==> src/rtl/core/glost_pkg.sv <==
// Shared types and constants for the grid line-of-sight tracer.
`default_nettype none

package glost_pkg;

    // Default coordinate width of one grid axis.
    localparam int COORD_BITS_DEF = 6;

    // Depth of the descriptor queue between front and back.
    localparam int Q_DEPTH = 2;

    // Direction flags of one ray, computed by the front and used by the back.
    typedef struct packed {
        logic long_is_i;  // long axis is the row axis
        logic l_neg;      // long axis steps downward
        logic s_move;     // short axis moves at all
        logic s_neg;      // short axis steps downward
    } t_ray_flags;

    localparam int FLAGS_W = $bits(t_ray_flags);

endpackage

`default_nettype wire

==> src/rtl/core/glost_front.sv <==
// Front end: takes endpoint transactions and classifies them into ray descriptors.
`default_nettype none

module glost_front
    import glost_pkg::*;
#(
    parameter int COORD_BITS = COORD_BITS_DEF,
    localparam int DESC_W = FLAGS_W + 4 * COORD_BITS + 1
) (
    input  wire logic                  i_clk,
    input  wire logic                  i_rst_n,
    input  wire logic                  i_valid,
    output logic                       o_stall,
    input  wire logic [COORD_BITS-1:0] i_src_i,
    input  wire logic [COORD_BITS-1:0] i_src_j,
    input  wire logic [COORD_BITS-1:0] i_tgt_i,
    input  wire logic [COORD_BITS-1:0] i_tgt_j,
    output logic                       o_q_valid,
    input  wire logic                  i_q_stall,
    output logic [DESC_W-1:0]          o_q_desc
);

    logic signed [COORD_BITS:0] di;
    logic signed [COORD_BITS:0] dj;
    logic signed [COORD_BITS:0] dl;
    logic signed [COORD_BITS:0] ds;
    logic signed [COORD_BITS:0] neg_di;
    logic signed [COORD_BITS:0] neg_dj;
    logic signed [COORD_BITS:0] neg_dl;
    logic [COORD_BITS-1:0]      abs_di;
    logic [COORD_BITS-1:0]      abs_dj;
    logic [COORD_BITS-1:0]      len;
    logic [COORD_BITS-1:0]      l0;
    logic [COORD_BITS-1:0]      s0;
    t_ray_flags                 flags;
    logic                       accept;

    logic                       r_valid;
    logic                       n_valid;
    logic [DESC_W-1:0]          r_desc;
    logic [DESC_W-1:0]          n_desc;

    always_comb begin
        di     = $signed({1'b0, i_tgt_i}) - $signed({1'b0, i_src_i});
        dj     = $signed({1'b0, i_tgt_j}) - $signed({1'b0, i_src_j});
        neg_di = -di;
        neg_dj = -dj;
        abs_di = di[COORD_BITS] ? neg_di[COORD_BITS-1:0] : di[COORD_BITS-1:0];
        abs_dj = dj[COORD_BITS] ? neg_dj[COORD_BITS-1:0] : dj[COORD_BITS-1:0];

        // ties go to the column axis
        flags.long_is_i = abs_di > abs_dj;
        dl     = flags.long_is_i ? di : dj;
        ds     = flags.long_is_i ? dj : di;
        l0     = flags.long_is_i ? i_src_i : i_src_j;
        s0     = flags.long_is_i ? i_src_j : i_src_i;
        neg_dl = -dl;
        len    = dl[COORD_BITS] ? neg_dl[COORD_BITS-1:0] : dl[COORD_BITS-1:0];

        flags.l_neg  = dl[COORD_BITS];
        flags.s_move = ds != '0;
        flags.s_neg  = ds[COORD_BITS];

        n_desc = {flags, l0, s0, ds, len};
    end

    assign o_stall = r_valid && i_q_stall;
    assign accept  = i_valid && !o_stall;

    always_comb begin
        n_valid = r_valid;
        if (accept) begin
            n_valid = 1'b1;
        end else if (!i_q_stall) begin
            n_valid = 1'b0;
        end
    end

    always_ff @(posedge i_clk) begin
        if (!i_rst_n) begin
            r_valid <= 1'b0;
        end else begin
            r_valid <= n_valid;
        end
    end

    always_ff @(posedge i_clk) begin
        if (accept) begin
            r_desc <= n_desc;
        end
    end

    assign o_q_valid = r_valid;
    assign o_q_desc  = r_desc;

endmodule

`default_nettype wire

==> src/rtl/core/glost_queue.sv <==
// Short descriptor queue between the front end and the ray walker.
`default_nettype none

module glost_queue
    import glost_pkg::*;
#(
    parameter int DATA_W = 8,
    localparam int PTR_W = (Q_DEPTH > 1) ? $clog2(Q_DEPTH) : 1,
    localparam int CNT_W = $clog2(Q_DEPTH + 1)
) (
    input  wire logic              i_clk,
    input  wire logic              i_rst_n,
    input  wire logic              i_valid,
    output logic                   o_stall,
    input  wire logic [DATA_W-1:0] i_data,
    output logic                   o_valid,
    input  wire logic              i_pop,
    output logic [DATA_W-1:0]      o_data
);

    localparam logic [CNT_W-1:0] FULL_CNT = CNT_W'(Q_DEPTH);
    localparam logic [PTR_W-1:0] LAST_PTR = PTR_W'(Q_DEPTH - 1);

    logic [DATA_W-1:0] r_mem [Q_DEPTH];
    logic [PTR_W-1:0]  r_wr_ptr;
    logic [PTR_W-1:0]  n_wr_ptr;
    logic [PTR_W-1:0]  r_rd_ptr;
    logic [PTR_W-1:0]  n_rd_ptr;
    logic [CNT_W-1:0]  r_cnt;
    logic [CNT_W-1:0]  n_cnt;
    logic              push;
    logic              pop;

    assign o_stall = r_cnt == FULL_CNT;
    assign o_valid = r_cnt != '0;
    assign o_data  = r_mem[r_rd_ptr];
    assign push    = i_valid && !o_stall;
    assign pop     = i_pop && o_valid;

    always_comb begin
        n_wr_ptr = r_wr_ptr;
        n_rd_ptr = r_rd_ptr;
        n_cnt    = r_cnt;
        if (push) begin
            n_wr_ptr = (r_wr_ptr == LAST_PTR) ? '0 : r_wr_ptr + 1'b1;
        end
        if (pop) begin
            n_rd_ptr = (r_rd_ptr == LAST_PTR) ? '0 : r_rd_ptr + 1'b1;
        end
        unique case ({push, pop})
            2'b10:   n_cnt = r_cnt + 1'b1;
            2'b01:   n_cnt = r_cnt - 1'b1;
            default: n_cnt = r_cnt;
        endcase
    end

    always_ff @(posedge i_clk) begin
        if (!i_rst_n) begin
            r_wr_ptr <= '0;
            r_rd_ptr <= '0;
            r_cnt    <= '0;
        end else begin
            r_wr_ptr <= n_wr_ptr;
            r_rd_ptr <= n_rd_ptr;
            r_cnt    <= n_cnt;
        end
    end

    always_ff @(posedge i_clk) begin
        if (push) begin
            r_mem[r_wr_ptr] <= i_data;
        end
    end

endmodule

`default_nettype wire

==> src/rtl/core/glost_walker.sv <==
// Back end: walks one ray descriptor, one cell per transaction.
`default_nettype none

module glost_walker
    import glost_pkg::*;
#(
    parameter int COORD_BITS = COORD_BITS_DEF,
    localparam int DESC_W = FLAGS_W + 4 * COORD_BITS + 1,
    localparam int ERR_W  = COORD_BITS + 3
) (
    input  wire logic                  i_clk,
    input  wire logic                  i_rst_n,
    input  wire logic                  i_q_valid,
    output logic                       o_q_pop,
    input  wire logic [DESC_W-1:0]     i_q_desc,
    output logic                       o_valid,
    input  wire logic                  i_stall,
    output logic [COORD_BITS-1:0]      o_cell_i,
    output logic [COORD_BITS-1:0]      o_cell_j,
    output logic                       o_last_cell
);

    t_ray_flags                 d_flags;
    logic [COORD_BITS-1:0]      d_l0;
    logic [COORD_BITS-1:0]      d_s0;
    logic signed [COORD_BITS:0] d_ds;
    logic [COORD_BITS-1:0]      d_len;

    // walk state
    t_ray_flags                 r_flags;
    logic [COORD_BITS-1:0]      r_l;
    logic [COORD_BITS-1:0]      r_s;
    logic signed [ERR_W-1:0]    r_err;
    logic signed [COORD_BITS:0] r_ds;
    logic [COORD_BITS-1:0]      r_len;
    logic [COORD_BITS-1:0]      r_left;   // cells still to emit after current
    logic                       r_out_valid;
    logic [COORD_BITS-1:0]      r_cell_i;
    logic [COORD_BITS-1:0]      r_cell_j;
    logic                       r_last;

    logic                       out_free;
    logic                       busy;
    logic                       do_load;
    logic                       do_step;
    logic signed [ERR_W-1:0]    err_sum;
    logic signed [ERR_W-1:0]    err_neg;
    logic [ERR_W-1:0]           err_mag2;
    logic [ERR_W-1:0]           len_ext;
    logic                       s_step;
    logic [COORD_BITS-1:0]      n_l;
    logic [COORD_BITS-1:0]      n_s;
    logic signed [ERR_W-1:0]    n_err;

    assign {d_flags, d_l0, d_s0, d_ds, d_len} = i_q_desc;

    assign busy     = r_left != '0;
    assign out_free = !r_out_valid || !i_stall;
    assign do_step  = busy && out_free;
    assign do_load  = !busy && out_free && i_q_valid;
    assign o_q_pop  = do_load;

    always_comb begin
        len_ext  = ERR_W'(r_len);
        err_sum  = r_err + ERR_W'(r_ds);
        err_neg  = -err_sum;
        // |err| stays below 1.5 * len, so twice it fits in ERR_W bits
        err_mag2 = (err_sum[ERR_W-1] ? err_neg : err_sum) <<< 1;
        s_step   = r_flags.s_move && (err_mag2 >= len_ext);

        n_l = r_flags.l_neg ? r_l - 1'b1 : r_l + 1'b1;
        n_s = r_s;
        n_err = err_sum;
        if (s_step) begin
            n_s   = r_flags.s_neg ? r_s - 1'b1 : r_s + 1'b1;
            n_err = r_flags.s_neg ? err_sum + $signed(len_ext)
                                  : err_sum - $signed(len_ext);
        end
    end

    always_ff @(posedge i_clk) begin
        if (!i_rst_n) begin
            r_left      <= '0;
            r_out_valid <= 1'b0;
        end else begin
            if (do_load) begin
                r_left      <= d_len;
                r_out_valid <= 1'b1;
            end else if (do_step) begin
                r_left      <= r_left - 1'b1;
                r_out_valid <= 1'b1;
            end else if (!i_stall) begin
                r_out_valid <= 1'b0;
            end
        end
    end

    always_ff @(posedge i_clk) begin
        if (do_load) begin
            r_flags  <= d_flags;
            r_l      <= d_l0;
            r_s      <= d_s0;
            r_err    <= '0;
            r_ds     <= d_ds;
            r_len    <= d_len;
            r_cell_i <= d_flags.long_is_i ? d_l0 : d_s0;
            r_cell_j <= d_flags.long_is_i ? d_s0 : d_l0;
            r_last   <= d_len == '0;
        end else if (do_step) begin
            r_l      <= n_l;
            r_s      <= n_s;
            r_err    <= n_err;
            r_cell_i <= r_flags.long_is_i ? n_l : n_s;
            r_cell_j <= r_flags.long_is_i ? n_s : n_l;
            r_last   <= r_left == COORD_BITS'(1);
        end
    end

    assign o_valid     = r_out_valid;
    assign o_cell_i    = r_cell_i;
    assign o_cell_j    = r_cell_j;
    assign o_last_cell = r_last;

endmodule

`default_nettype wire

==> src/rtl/core/grid_line_of_sight_tracer_unit.sv <==
// Top level of the grid line-of-sight tracer: front end, descriptor queue, ray walker.
//
// Traces the Bresenham ray from a source cell to a target cell on a square grid
// of 2^COORD_BITS cells per side, in all octants. Each input transaction carries
// the two endpoints; the unit answers with max(|di|,|dj|)+1 output transactions,
// one per ray cell, source first and target last, with o_last_cell set only on
// the target. Equal endpoints give a single cell with o_last_cell set. The long
// axis is the row axis only when |di| > |dj|; ties walk along columns. Rate: the
// walker emits one cell per clock while unstalled (64 cells for the longest ray
// at the default width) and loads the next ray once the previous ray's last cell
// is out and the output is free. The front end classifies incoming endpoints into
// a descriptor (one register stage) and a two-entry queue buffers descriptors, so
// new endpoints are taken while a ray is still being walked. From an empty unit,
// an input passes the front-end register, a queue entry and the walker output
// register before its first cell appears. No configuration, no state across
// rays, nothing to clear after reset beyond the handshake control.
`default_nettype none

module grid_line_of_sight_tracer_unit
    import glost_pkg::*;
#(
    parameter int COORD_BITS = COORD_BITS_DEF
) (
    input  wire logic                  i_clk,
    input  wire logic                  i_rst_n,
    // endpoint transactions
    input  wire logic                  i_valid,
    output logic                       o_stall,
    input  wire logic [COORD_BITS-1:0] i_src_i,
    input  wire logic [COORD_BITS-1:0] i_src_j,
    input  wire logic [COORD_BITS-1:0] i_tgt_i,
    input  wire logic [COORD_BITS-1:0] i_tgt_j,
    // ray cell transactions
    output logic                       o_valid,
    input  wire logic                  i_stall,
    output logic [COORD_BITS-1:0]      o_cell_i,
    output logic [COORD_BITS-1:0]      o_cell_j,
    output logic                       o_last_cell
);

    // descriptor: flags, long start, short start, signed short delta, length
    localparam int DESC_W = FLAGS_W + 4 * COORD_BITS + 1;

    logic              fe_valid;
    logic              fe_stall;
    logic [DESC_W-1:0] fe_desc;
    logic              q_valid;
    logic              q_pop;
    logic [DESC_W-1:0] q_desc;

    glost_front #(
        .COORD_BITS (COORD_BITS)
    ) u_front (
        .i_clk     (i_clk),
        .i_rst_n   (i_rst_n),
        .i_valid   (i_valid),
        .o_stall   (o_stall),
        .i_src_i   (i_src_i),
        .i_src_j   (i_src_j),
        .i_tgt_i   (i_tgt_i),
        .i_tgt_j   (i_tgt_j),
        .o_q_valid (fe_valid),
        .i_q_stall (fe_stall),
        .o_q_desc  (fe_desc)
    );

    // decouples classification from the walk
    glost_queue #(
        .DATA_W (DESC_W)
    ) u_queue (
        .i_clk   (i_clk),
        .i_rst_n (i_rst_n),
        .i_valid (fe_valid),
        .o_stall (fe_stall),
        .i_data  (fe_desc),
        .o_valid (q_valid),
        .i_pop   (q_pop),
        .o_data  (q_desc)
    );

    // error accumulator walk, output register doubles as the skid stage
    glost_walker #(
        .COORD_BITS (COORD_BITS)
    ) u_walker (
        .i_clk       (i_clk),
        .i_rst_n     (i_rst_n),
        .i_q_valid   (q_valid),
        .o_q_pop     (q_pop),
        .i_q_desc    (q_desc),
        .o_valid     (o_valid),
        .i_stall     (i_stall),
        .o_cell_i    (o_cell_i),
        .o_cell_j    (o_cell_j),
        .o_last_cell (o_last_cell)
    );

endmodule

`default_nettype wire

==> config.mk <==
export PLATFORM = sky130hd
export DESIGN_NAME = grid_line_of_sight_tracer_unit
export DESIGN_NICKNAME = d
export VERILOG_FILES = /design/src/rtl/core/glost_pkg.sv /design/src/rtl/core/glost_front.sv /design/src/rtl/core/glost_queue.sv /design/src/rtl/core/glost_walker.sv /design/src/rtl/core/grid_line_of_sight_tracer_unit.sv
export SDC_FILE = /design/constraint.sdc
export NUM_CORES = 1
export LEC_CHECK = 0
export CORE_MARGIN = 8
export CORE_UTILIZATION = 50
export CTS_BUF_LIST = sky130_fd_sc_hd__clkbuf_4 sky130_fd_sc_hd__clkbuf_8
export DETAILED_ROUTE_END_ITERATION = 8
export DONT_BUFFER_PORTS = 1
export GPL_ROUTABILITY_DRIVEN = 0
export PLACE_DENSITY = 0.75
export SYNTH_ARGS = -nofsm -noshare
export SYNTH_HDL_FRONTEND = slang
export SYNTH_SLANG_ARGS = --single-unit
==> constraint.sdc <==
create_clock -name i_clk -period 5.9 [get_ports i_clk]
set_input_delay 0.59 -clock i_clk [delete_from_list [all_inputs] [get_ports i_clk]]
set_output_delay 0.59 -clock i_clk [all_outputs]
set_load 0.01 [all_outputs]
==> impl_metrics.yaml <==
finish:
  multiInputGateArea_um2: 4280
  layout_common_cells: "125 x edfxtp_1, 55 x ha_1, 51 x inv_1, 46 x a21oi_1, 45 x nand2_1"
  drive_above_1_share: 0.118
  antennaDiodeCount: 0
  fill_cells: 1414
  nets: 868
  area_growth_pct: 6.06
  final_cells: 1016
  seq_area_um2: 4200
  final_common_cell: "edfxtp_1"
placement:
  hpwl_um: 12300
  io_buffers: 0
  place_inst: 985
clock_tree:
  ctsResizeCount: 0
  clkTransAtPathRegs_ns: 0.09
  cts_setup_buffers: 0
  htreeDepth: 4
  cts_buffers: 17
  tritoncts: "done"
  clk_latency_ns: 0.45
  hold_buffers: 0
  clockBufferDepth: 2
  cts-root-buf: "clkbuf_8"
  cts_sinks: 147
synthesis:
  synthTopCellsByArea: "edfxtp_1 43%, ha_1 7.8%, dfxtp_1 5.0%"
  avgSynthCellArea_um2: 11.2
  yosysWarnings: 0
  synth_top_area_frac: 0.426
  synth_top_area_cell: "edfxtp_1"
  synth_cells: 790
  postSynthRegisterBits: 147
  ys_seq_area_frac: 0.476
  synth_edf_count: 125
  ys_async_sr_fraction: 0
  syn_nets: 879
  ys_types: 76
  synth_top_flop_cell: "edfxtp_1"
  synth_area_um2: 8810
setup_path:
  slowest_stage: "o21ai_4"
  path_cells: "ha_1 > fa_1 > a21o_1 > and4_1 > o211a_1 > nor3_1 > mux2_2 > ha_1 > a21oi_1 > o21ai_0 > a221o_2 > o21ai_4 > xnor2_1 > o311ai_2"
  cp_data_required_time_ns: 6.16
  cp_slowest_stage_delay_ns: 0.63
  r2r_slack_ns: 0.82
  worst_setup_path_start_kind: "register"
  critPathArrivalTime_ns: 5.34
  end_kind: "register"
  timing.rr.end: "u_walker.o_cell_i[0]"
  worst-r2r-cell-count: 14
  cp_max_fo: 18
  path_buf_inv: 0
  critPathLaunch: "u_walker.r_ds[0]"
  cp.depth: 14
  critPathKind: "reg -> reg"
  endpoint: "u_walker.o_cell_i[0]"
  timing.rr.start: "u_walker.r_ds[0]"
  cp_top_family: "compound AO/OA/AOI/OAI gates"
  crit_path_frequent_cell: "ha_1"
pwr:
  power-per-cell-area_nw_per_um2: 634
  leakagePower_nw: 3.55
  seqPwrFrac: 0.323
  p_int_mw: 3.35
  p_clk_frac: 0.119
  vdd_drop_max_mv: 0.282
  finalPower_mw: 5.92
  power_switching_mw: 2.57
  comb_power_share: 0.557
  p_sw_frac: 0.434
floorplan:
  rows: 48
  coreArea_um2: 17200
  start_util: 0.511
  die_w_um: 149
  die_y_um: 149
  fp.dieArea_um2: 22100
  num_io_pins: 43
status:
  status: "complete, no violations"
sta:
  tightest_slew_ns: 1.10
  tns_ns: 0
  setup_violations: 0
  max_freq_mhz: 197
  rsz0062_at_grt: "false"
  post-route-period-util: 0.861
  slew_headroom: 0.264
  fin_crit_ns: 5.08
  clock_skew_ns: 0.0139
  finalHoldViolCount: 0
  drv_slew: 0
detailed_routing:
  vias: 5839
  drc_errors: 0
  first_pass_iters: 5
  drt.antenna.violating_nets: 0
  routed_wl_um: 16800
  drt_iter0_markers: 340
  wl_per_cell_um: 16.6
  avgViaCountPerCell: 5.75
global_routing:
  antenna_found_initial: 0
  track_usage: 0.157
  grt_overflow: 0
  grt_pass1_vias: 5638
  grt_pass1_wl_um: 28100
  grt_max_degree: 63
flow_run:
  drv_cap: 0
hold_path:
  hp-class: "in -> reg"
[power by group through the flow]
| stage | Combinational (mW) | Sequential (mW) | Clock [mW] |
|---|---|---|---|
| floorplan | 2.75 | 1.84 | 0 |
| global placement | 3.21 | 1.92 | 0 |
| detailed placement | 3.28 | 1.94 | 0 |
| CTS | 3.30 | 1.92 | 0.726 |
| global route | 3.68 | 1.96 | 0.763 |
| finish | 3.30 | 1.91 | 0.707 |
[stage by stage]
step                      utilization  worst slack, ns  area [um2]  hold WS (ns)
after floorplan                     -             1.43        8810         0.421
after global placement          0.522            0.711        8990         0.424
after detailed placement        0.522            0.620        8990         0.431
after CTS                       0.542            0.853        9340         0.224
after global routing            0.542            0.551        9340         0.223
final                           0.542            0.821        9340         0.261
[how the worst min path moves through the flow]
| stage | startpoint | end | slack (ns) | cells past startpoint |
|---|---|---|---|---|
| after global placement | u_front.o_q_desc[2] | u_queue.r_mem[0][2] | 0.42 | 0 |
| final | i_rst_n | u_walker.o_valid | 0.26 | 1 |
| after floorplan | u_front.o_q_desc[0] | u_queue.r_mem[0][0] | 0.42 | 0 |
| after detailed placement | u_front.o_q_desc[8] | u_queue.r_mem[1][8] | 0.43 | 0 |
| after global routing | i_rst_n | u_front.o_q_valid | 0.22 | 1 |
| after CTS | i_rst_n | u_front.o_q_valid | 0.22 | 1 |
[cell usage after synthesis (all sizes together) (19+ instances only)]
cell type / instances
edfxtp: 125
ha: 55
inv: 52
a21oi: 49
nand2: 45
o21ai: 45
mux2i: 36
nor2: 33
mux2: 32
xnor2: 30
clkbuf: 24
nor2b: 23
dfxtp: 22
xor2: 19
[cells by family after synthesis]
logic type,count (synthesis),synth area share
and+or+nand+nor,177,0.105
DFF,147,0.476
AOI/OAI and AO/OA,201,0.157
adders and majority gates,61,0.0917
xor gates and xnor gates,49,0.0487
buffers and inverters,87,0.0396
muxes,68,0.0818
[area by class of cell]
type | count | area share
Multi-Input combinational cell | 556 | 0.458
Sequential cell | 147 | 0.449
Tap cell | 225 | 0.0301
Clock buffer | 17 | 0.0250
Inverter | 52 | 0.0209
Clock inverter | 14 | 0.0126
Timing Repair Buffer | 5 | 0.00402
[flip-flops by register name, summed over array words and instances, names as in the netlist, 6 cells and up, named ones only]
signal and count:
u_walker.r_ds 7, u_queue.r_mem 56, u_walker.r_len 6, u_walker.o_cell_j 6, u_walker.r_left 6, u_walker.r_err 9, u_walker.o_cell_i 6, u_front.o_q_desc 28
u_walker.r_l 6, u_walker.r_s 6
[worst reg2reg max path: stages (launching register included)]
cell and delay [ns]:
edfxtp_1 0.38, ha_1 0.24, fa_1 0.43, a21o_1 0.20, and4_1 0.25, o211a_1 0.24
nor3_1 0.56, mux2_2 0.42, ha_1 0.27, a21oi_1 0.14, o21ai_0 0.13, a221o_2 0.53
o21ai_4 0.63, xnor2_1 0.20, o311ai_2 0.28
[routing by layer]
metal | GRT usage | up-vias | share of wire
li1 | - | 2927 | -
met1 | 0.201 | 2749 | 0.47
met2 | 0.253 | 142 | 0.46
met3 | 0.0407 | 21 | 0.054
met4 | 0.0555 | 0 | 0.016
met5 | 0 | - | 0
No activity file was read; power rests on OpenSTA's default activity.
